==> src/hdl/swq_pkg.sv <==
// ----------------------------------------------------------------------------
// swq_pkg
// Shared types and codes for the sliding-window quota checker.
// ----------------------------------------------------------------------------
package swq_pkg;

   localparam int TIME_W   = 32;
   localparam int AMOUNT_W = 24;
   localparam int WINDOW_W = 16;
   localparam int TOTAL_W  = 25;
   localparam int VERDICT_W = 2;
   localparam int CSR_INDEX_W = 1;
   localparam int CSR_DATA_W  = 24;

   localparam logic [VERDICT_W-1:0] VERDICT_ADMIT = 2'd0;
   localparam logic [VERDICT_W-1:0] VERDICT_OVER  = 2'd1;
   localparam logic [VERDICT_W-1:0] VERDICT_FULL  = 2'd2;

   localparam logic [CSR_INDEX_W-1:0] CSR_QUOTA_LIMIT   = 1'd0;
   localparam logic [CSR_INDEX_W-1:0] CSR_WINDOW_SECONDS = 1'd1;

   // Walk token handed from cell to cell.
   typedef struct packed {
      logic               valid;
      logic               stop;
      logic               over;
      logic [TOTAL_W-1:0] total;
   } swq_tok_type;

endpackage

==> src/hdl/sliding_window_quota_check_core.sv <==
// ----------------------------------------------------------------------------
// sliding_window_quota_check_core
// Sliding-window quota checker built as a shift chain of history cells.
// ----------------------------------------------------------------------------
// The block handles one request at a time. A request is taken when the block
// is idle, a walk token then travels down the chain of HISTORY_DEPTH cells at
// one cell per cycle, the decision is registered and an admitted request is
// recorded when the token comes out of the last cell, and the next request is
// taken only once the result has moved into the output register, where it
// sits until it is taken. Cell zero holds the newest recorded request and the
// last cell the oldest.
module sliding_window_quota_check_core
   import swq_pkg::*;
#(
   parameter int HISTORY_DEPTH = 16
)
(
   input  logic                   clock,
   input  logic                   reset,
   input  logic                   req_valid,
   output logic                   req_stall,
   input  logic [TIME_W-1:0]      req_now_seconds,
   input  logic [AMOUNT_W-1:0]    req_request_amount,
   output logic                   rsp_valid,
   input  logic                   rsp_stall,
   output logic [VERDICT_W-1:0]   rsp_verdict,
   output logic [TOTAL_W-1:0]     rsp_window_total,
   input  logic                   csr_write_enable,
   input  logic [CSR_INDEX_W-1:0] csr_index,
   input  logic [CSR_DATA_W-1:0]  csr_write_data
);

   localparam int CNT_W = $clog2(HISTORY_DEPTH + 1);

   localparam logic [1:0] ST_IDLE = 2'd0;
   localparam logic [1:0] ST_WALK = 2'd1;
   localparam logic [1:0] ST_DONE = 2'd2;

   logic [1:0]           state_ff, state_in;
   logic [AMOUNT_W-1:0]  limit_ff;
   logic [WINDOW_W-1:0]  window_ff;
   logic [TIME_W-1:0]    now_ff;
   logic [AMOUNT_W-1:0]  amount_ff;
   logic [CNT_W-1:0]     count_ff;
   swq_tok_type          tok0_ff, tok0_in;
   logic [VERDICT_W-1:0] pend_verdict_ff, pend_verdict_in;
   logic [TOTAL_W-1:0]   pend_total_ff;
   logic                 rsp_valid_ff;
   logic [VERDICT_W-1:0] rsp_verdict_ff;
   logic [TOTAL_W-1:0]   rsp_total_ff;

   swq_tok_type          tok     [HISTORY_DEPTH];
   logic [TIME_W-1:0]    c_time  [HISTORY_DEPTH];
   logic [AMOUNT_W-1:0]  c_amount[HISTORY_DEPTH];
   logic                 live    [HISTORY_DEPTH];

   logic         accept;
   logic         finish;
   logic         full;
   logic         oldest_hit;
   logic         shift_en;
   logic         rsp_free;
   logic [TIME_W-1:0] oldest_age;
   swq_tok_type  tail;

   assign accept   = req_valid && (state_ff == ST_IDLE);
   assign req_stall = state_ff != ST_IDLE;
   assign tail     = tok[HISTORY_DEPTH-1];
   assign finish   = (state_ff == ST_WALK) && tail.valid;
   assign full     = count_ff == CNT_W'(HISTORY_DEPTH);
   assign oldest_age = now_ff - c_time[HISTORY_DEPTH-1];
   assign oldest_hit = oldest_age <= {{(TIME_W-WINDOW_W){1'b0}}, window_ff};
   assign rsp_free = !rsp_valid_ff || !rsp_stall;

   always_comb begin
      if (tail.over) begin
         pend_verdict_in = VERDICT_OVER;
      end else if (full && oldest_hit) begin
         pend_verdict_in = VERDICT_FULL;
      end else begin
         pend_verdict_in = VERDICT_ADMIT;
      end
   end

   assign shift_en = finish && (pend_verdict_in == VERDICT_ADMIT);

   always_comb begin
      tok0_in.valid = accept;
      tok0_in.total = {{(TOTAL_W-AMOUNT_W){1'b0}}, req_request_amount};
      tok0_in.over  = req_request_amount > limit_ff;
      tok0_in.stop  = req_request_amount > limit_ff;
   end

   always_comb begin
      state_in = state_ff;
      unique case (state_ff)
         ST_IDLE: begin
            if (accept) begin
               state_in = ST_WALK;
            end
         end
         ST_WALK: begin
            if (tail.valid) begin
               state_in = ST_DONE;
            end
         end
         ST_DONE: begin
            if (rsp_free) begin
               state_in = ST_IDLE;
            end
         end
         default: begin
            state_in = ST_IDLE;
         end
      endcase
   end

   genvar k;
   generate
      for (k = 0; k < HISTORY_DEPTH; k++) begin : g_cell
         assign live[k] = count_ff > CNT_W'(k);
         if (k == 0) begin : g_head
            swq_cell u_cell (
               .clock          (clock),
               .reset          (reset),
               .live           (live[k]),
               .window_seconds (window_ff),
               .quota_limit    (limit_ff),
               .now_seconds    (now_ff),
               .shift_en       (shift_en),
               .shift_time     (now_ff),
               .shift_amount   (amount_ff),
               .prev_tok       (tok0_ff),
               .cell_tok       (tok[k]),
               .time_out       (c_time[k]),
               .amount_out     (c_amount[k])
            );
         end else begin : g_body
            swq_cell u_cell (
               .clock          (clock),
               .reset          (reset),
               .live           (live[k]),
               .window_seconds (window_ff),
               .quota_limit    (limit_ff),
               .now_seconds    (now_ff),
               .shift_en       (shift_en),
               .shift_time     (c_time[k-1]),
               .shift_amount   (c_amount[k-1]),
               .prev_tok       (tok[k-1]),
               .cell_tok       (tok[k]),
               .time_out       (c_time[k]),
               .amount_out     (c_amount[k])
            );
         end
      end
   endgenerate

   always_ff @(posedge clock) begin
      if (reset) begin
         state_ff     <= ST_IDLE;
         limit_ff     <= '0;
         window_ff    <= WINDOW_W'(1);
         count_ff     <= '0;
         tok0_ff.valid <= 1'b0;
         rsp_valid_ff <= 1'b0;
      end else begin
         state_ff      <= state_in;
         tok0_ff.valid <= tok0_in.valid;
         if (csr_write_enable) begin
            unique case (csr_index)
               CSR_QUOTA_LIMIT:    limit_ff  <= csr_write_data;
               CSR_WINDOW_SECONDS: window_ff <= csr_write_data[WINDOW_W-1:0];
               default: begin
               end
            endcase
         end
         if (shift_en && !full) begin
            count_ff <= count_ff + CNT_W'(1);
         end
         if ((state_ff == ST_DONE) && rsp_free) begin
            rsp_valid_ff <= 1'b1;
         end else if (rsp_valid_ff && !rsp_stall) begin
            rsp_valid_ff <= 1'b0;
         end
      end
      tok0_ff.stop  <= tok0_in.stop;
      tok0_ff.over  <= tok0_in.over;
      tok0_ff.total <= tok0_in.total;
      if (accept) begin
         now_ff    <= req_now_seconds;
         amount_ff <= req_request_amount;
      end
      if (finish) begin
         pend_verdict_ff <= pend_verdict_in;
         pend_total_ff   <= tail.total;
      end
      if ((state_ff == ST_DONE) && rsp_free) begin
         rsp_verdict_ff <= pend_verdict_ff;
         rsp_total_ff   <= pend_total_ff;
      end
   end

   assign rsp_valid        = rsp_valid_ff;
   assign rsp_verdict      = rsp_verdict_ff;
   assign rsp_window_total = rsp_total_ff;

endmodule

==> src/hdl/swq_cell.sv <==
// ----------------------------------------------------------------------------
// swq_cell
// One history entry of the checker. It holds a time and an amount, shifts
// them to its older neighbor when a request is recorded, and updates the
// walk token as it passes by.
// ----------------------------------------------------------------------------
module swq_cell
   import swq_pkg::*;
(
   input  logic                clock,
   input  logic                reset,
   input  logic                live,
   input  logic [WINDOW_W-1:0] window_seconds,
   input  logic [AMOUNT_W-1:0] quota_limit,
   input  logic [TIME_W-1:0]   now_seconds,
   input  logic                shift_en,
   input  logic [TIME_W-1:0]   shift_time,
   input  logic [AMOUNT_W-1:0] shift_amount,
   input  swq_tok_type         prev_tok,
   output swq_tok_type         cell_tok,
   output logic [TIME_W-1:0]   time_out,
   output logic [AMOUNT_W-1:0] amount_out
);

   logic [TIME_W-1:0]   time_ff;
   logic [AMOUNT_W-1:0] amount_ff;
   swq_tok_type         tok_ff;
   swq_tok_type         tok_in;
   logic [TIME_W-1:0]   age;
   logic                hit;
   logic [TOTAL_W-1:0]  sum;

   assign age = now_seconds - time_ff;
   assign hit = age <= {{(TIME_W-WINDOW_W){1'b0}}, window_seconds};
   assign sum = prev_tok.total + {{(TOTAL_W-AMOUNT_W){1'b0}}, amount_ff};

   always_comb begin
      tok_in = prev_tok;
      if (prev_tok.valid && !prev_tok.stop) begin
         if (!live || !hit) begin
            tok_in.stop = 1'b1;
         end else begin
            tok_in.total = sum;
            if (sum > {{(TOTAL_W-AMOUNT_W){1'b0}}, quota_limit}) begin
               tok_in.stop = 1'b1;
               tok_in.over = 1'b1;
            end
         end
      end
   end

   always_ff @(posedge clock) begin
      if (reset) begin
         tok_ff.valid <= 1'b0;
      end else begin
         tok_ff.valid <= tok_in.valid;
      end
      tok_ff.stop  <= tok_in.stop;
      tok_ff.over  <= tok_in.over;
      tok_ff.total <= tok_in.total;
      if (shift_en) begin
         time_ff   <= shift_time;
         amount_ff <= shift_amount;
      end
   end

   assign cell_tok   = tok_ff;
   assign time_out   = time_ff;
   assign amount_out = amount_ff;

endmodule

==> config.mk <==
export PLATFORM = sky130hd
export DESIGN_NAME = sliding_window_quota_check_core
export DESIGN_NICKNAME = d
export VERILOG_FILES = /design/src/hdl/swq_pkg.sv /design/src/hdl/sliding_window_quota_check_core.sv /design/src/hdl/swq_cell.sv
export SDC_FILE = /design/constraint.sdc
export NUM_CORES = 2
export LEC_CHECK = 0
export ABC_CLOCK_PERIOD_IN_PS = 195700
export BUFFER_PORTS_ARGS = -buffer_cell sky130_fd_sc_hd__buf_4
export CAP_MARGIN = 10
export CORE_MARGIN = 2
export CORE_UTILIZATION = 40
export CTS_CLUSTER_DIAMETER = 30
export DETAILED_ROUTE_END_ITERATION = 6
export PLACE_DENSITY = 0.53
export SYNTH_ARGS = -nofsm -noshare
export SYNTH_HDL_FRONTEND = slang
export SYNTH_SLANG_ARGS = --single-unit
==> constraint.sdc <==
create_clock -name clock -period 195.7 [get_ports clock]
set_clock_uncertainty 0.15 [all_clocks]
set_input_delay 9.785 -clock clock [delete_from_list [all_inputs] [get_ports clock]]
set_output_delay 9.785 -clock clock [all_outputs]
set_load 0.1 [all_outputs]
==> results.yml <==
cts:
  cts_tree: "yes"
  cts_sinks: 1527
  numCtsBuffers: 400
  postCtsSetupRepairBufs: 0
  ctsHoldBuffers: 0
  clockRootBuffer: "clkbuf_16"
  clk_pin_slew_ns: 0.05
  clock_latency_ns: 0.94
  cts_buffer_depth: 4
  cts-htree-levels: 5
  cts-resized-gates: 0
logic_synthesis:
  synth_edf_count: 1006
  ys_ff_latch: 1527
  synthCells: 10818
  synth_warnings: 0
  async_reset_ff_share_pct: 0
  yosysSeqAreaShare_pct: 37.6
  netlist_area_sq_um: 108000
  synth_top_area_share_pct: 28.0
  ys_types: 98
  ys.flop_type: "edfxtp_1"
  synth_area_leaders: "edfxtp_1 28%, ha_1 18%, dfxtp_1 9.7%"
  syn_area_per_cell_sq_um: 9.98
  yosys.area.top_type: "edfxtp_1"
  synthesis.nets: 12485
hold_path:
  hold_path.class: "flip-flop to flip-flop"
  min_from: "g_cell[6].g_body.u_cell.cell_tok[25]"
critical_path:
  required_ns: 185.77
  worst-setup-path-type: "flip-flop to output pin"
  path_buf_inv: 1
  reg2reg_slack_ns: 187.45
  critPathCaptureType: "output pin"
  r2r-start: "now_ff[1]"
  arrival_ns: 1.88
  crit_start: "state_ff[1]"
  cp-start-kind: "flip-flop"
  slowest_delay_ns: 0.36
  crit_slowest_cell: "or2_2"
  crit_family: "simple AND/OR/NAND/NOR gates"
  crit_path_max_fanout: 4
  cp_cell_sequence: "or2_2 > buf_4"
routing:
  drt_iter0_drc: 4344
  wl_per_cell_um: 20.4
  drtPass1Iterations: 6
  vias_per_cell: 5.60
  drc_errors: 0
  ant_nets: 0
  dr_total_vias: 85055
  wirelength_um: 311000
sta:
  setup_tns_ns: 0
  finalCriticalPeriod_ns: 11.81
  relSlewSlack_pct: 18.7
  tightest_slew_ns: 1.22
  setup_violations: 0
  hold_viol: 0
  whs_ns: 0.199
  fmax_mhz: 84.6
  min_period_over_period_pct: 6.04
  rsz0062_at_grt: "false"
  final_max_slew_viol_count: 0
placed_design:
  portBuffers: 114
  place_area_sq_um: 114000
  globalplace.congestion: 0.938
  dp_hpwl_um: 248000
global_route:
  grt_max_degree: 146
  gr-total-overflow: 0
  grt_pass1_wl_um: 475000
  grt_pass1_vias: 87550
  grtUsageTotal_pct: 22.0
  antenna_found_initial: 9
status:
  status: "finished clean"
pwr:
  cellLeakagePower_uw: 0.0529
  ir_worst_vdd_mv: 0.00694
  total_power_uw: 1150
  power_per_cell_area_nw_per_um2: 9.06
job:
  cap_violations: 0
cells_and_area:
  nets: 12971
  layout_commonest_cell: "ha_1"
  drive_above_1_share_pct: 11.7
  n_fill_cell: 24677
  utilization_pct: 47.4
  area_delta_synth_final_pct: 17.8
  final_cell_mix: "1,549 x ha_1, 1,006 x edfxtp_1, 947 x a21oi_1, 787 x inv_1, 661 x nor2_1"
  stdcell_area_sq_um: 127000
die:
  die_w_um: 524
  row_count: 190
  core-area_sq_um: 268000
  die_area_sq_um: 274000
  die_h_um: 524
  start_util_pct: 40.3
  io_pins: 115
## power by group
group | switching, uW | leakage [uW] | internal [uW] | total (uW)
logic | 87.3 | 0.0329 | 63.1 | 150
registers | 4.97 | 0.0134 | 348 | 353
clock network | 198 | 0.00657 | 451 | 649
## cell usage after synthesis, types with 21 or more instances
| master | number |
|---|---|
| ha_1 | 1549 |
| edfxtp_1 | 1006 |
| a21oi_1 | 948 |
| inv_1 | 787 |
| nor2_1 | 664 |
| nand2_1 | 554 |
| dfxtp_1 | 521 |
| xnor2_1 | 471 |
| o21ai_0 | 466 |
| a21o_1 | 423 |
| mux2_2 | 366 |
| nand3_1 | 244 |
| o21a_1 | 223 |
| nand4_1 | 193 |
| nor3_1 | 190 |
| xor2_1 | 187 |
| nand2b_1 | 169 |
| nor2b_1 | 168 |
| a211oi_1 | 125 |
| clkbuf_1 | 115 |
| o21bai_1 | 100 |
| o211ai_1 | 93 |
| a31oi_1 | 90 |
| and3_1 | 87 |
| nor4_1 | 78 |
| or3_1 | 67 |
| o31ai_1 | 62 |
| and2_1 | 47 |
| or2_2 | 46 |
| o2111ai_1 | 38 |
| mux2i_1 | 37 |
| o31a_1 | 36 |
| a211o_1 | 35 |
| a2111oi_0 | 34 |
| fa_1 | 32 |
| o22ai_1 | 28 |
| a21boi_0 | 27 |
| and4_1 | 27 |
| nor3b_1 | 27 |
| or4_1 | 26 |
| nand3b_1 | 24 |
| o41ai_1 | 24 |
| a221oi_1 | 23 |
| buf_2 | 23 |
| a31o_2 | 21 |
## metal layers
metal / track usage [%] / vias up / share of wire [%]
li1: - / 41754 / -
met1: 27.1 / 40404 / 44
met2: 38.2 / 2103 / 48
met3: 2.64 / 794 / 3.8
met4: 10.5 / 0 / 4.9
met5: 0 / - / 0
## flip-flops by register name (all words and copies together) (netlist names)
signal                           cells
amount_ff                           24
count_ff                             5
g_cell.g_body.u_cell.amount_out    360
g_cell.g_body.u_cell.cell_tok      419
g_cell.g_body.u_cell.time_out      480
g_cell.g_head.u_cell.amount_out     24
g_cell.g_head.u_cell.cell_tok       28
g_cell.g_head.u_cell.time_out       32
limit_ff                            24
now_ff                              32
pend_total_ff                       25
pend_verdict_ff                      2
rsp_valid                            1
rsp_verdict                          2
rsp_window_total                    25
state_ff                             2
tok0_ff                             26
window_ff                           16
## worst reg2reg max path: cells and delay by family, from the launching register on
family                     cells  cell delay (ns)
AOI/OAI and AO/OA              7             2.18
xor gates and xnor gates       1             0.16
adders and majority gates      2             0.63
buffers and inverters          5             3.37
DFF                            1             0.31
and+or+nand+nor                6             0.97
## worst paths after layout
kind	depth (start not counted)	to
worst min-delay path	1	g_cell[7].g_body.u_cell.cell_tok[25]
worst max-delay path	2	req_stall
worst max register to register	21	g_cell[1].g_body.u_cell.amount_out[4]
worst min register to register	1	g_cell[7].g_body.u_cell.cell_tok[25]
## cells by family (layout without fill, tap and decap cells)
group | after synthesis | in the layout | share of synthesized area [%]
compound gates | 3021 | 3021 | 18.2
mux | 431 | 431 | 4.52
fa+ha+maj | 1581 | 1581 | 18.5
buf+inv | 937 | 1753 | 3.31
flops | 1527 | 1527 | 37.6
xor+xnor | 658 | 658 | 5.34
simple gates | 2663 | 2663 | 12.4
other cells | 0 | 5 | 0
## metrics by stage
step,setup slack (ns),instances
after floorplan,128.45,10818
after detailed placement,183.51,14454
final,183.89,15191
after CTS,183.80,15186
after global routing,183.81,15189
after global placement,183.41,14454
## final cells by class
class / instances / area (sq um) / area share, %
diodes: 5 / 12.5 / 0.00984
inverters: 787 / 2950 / 2.32
flip-flops and latches: 1527 / 40600 / 31.9
well taps: 3552 / 4440 / 3.49
clock inverters: 229 / 2670 / 2.10
clock buffers: 503 / 10900 / 8.57
repair buffers: 234 / 1780 / 1.40
multi-input cells: 8354 / 63800 / 50.2
(Power assumes the default switching activity.)
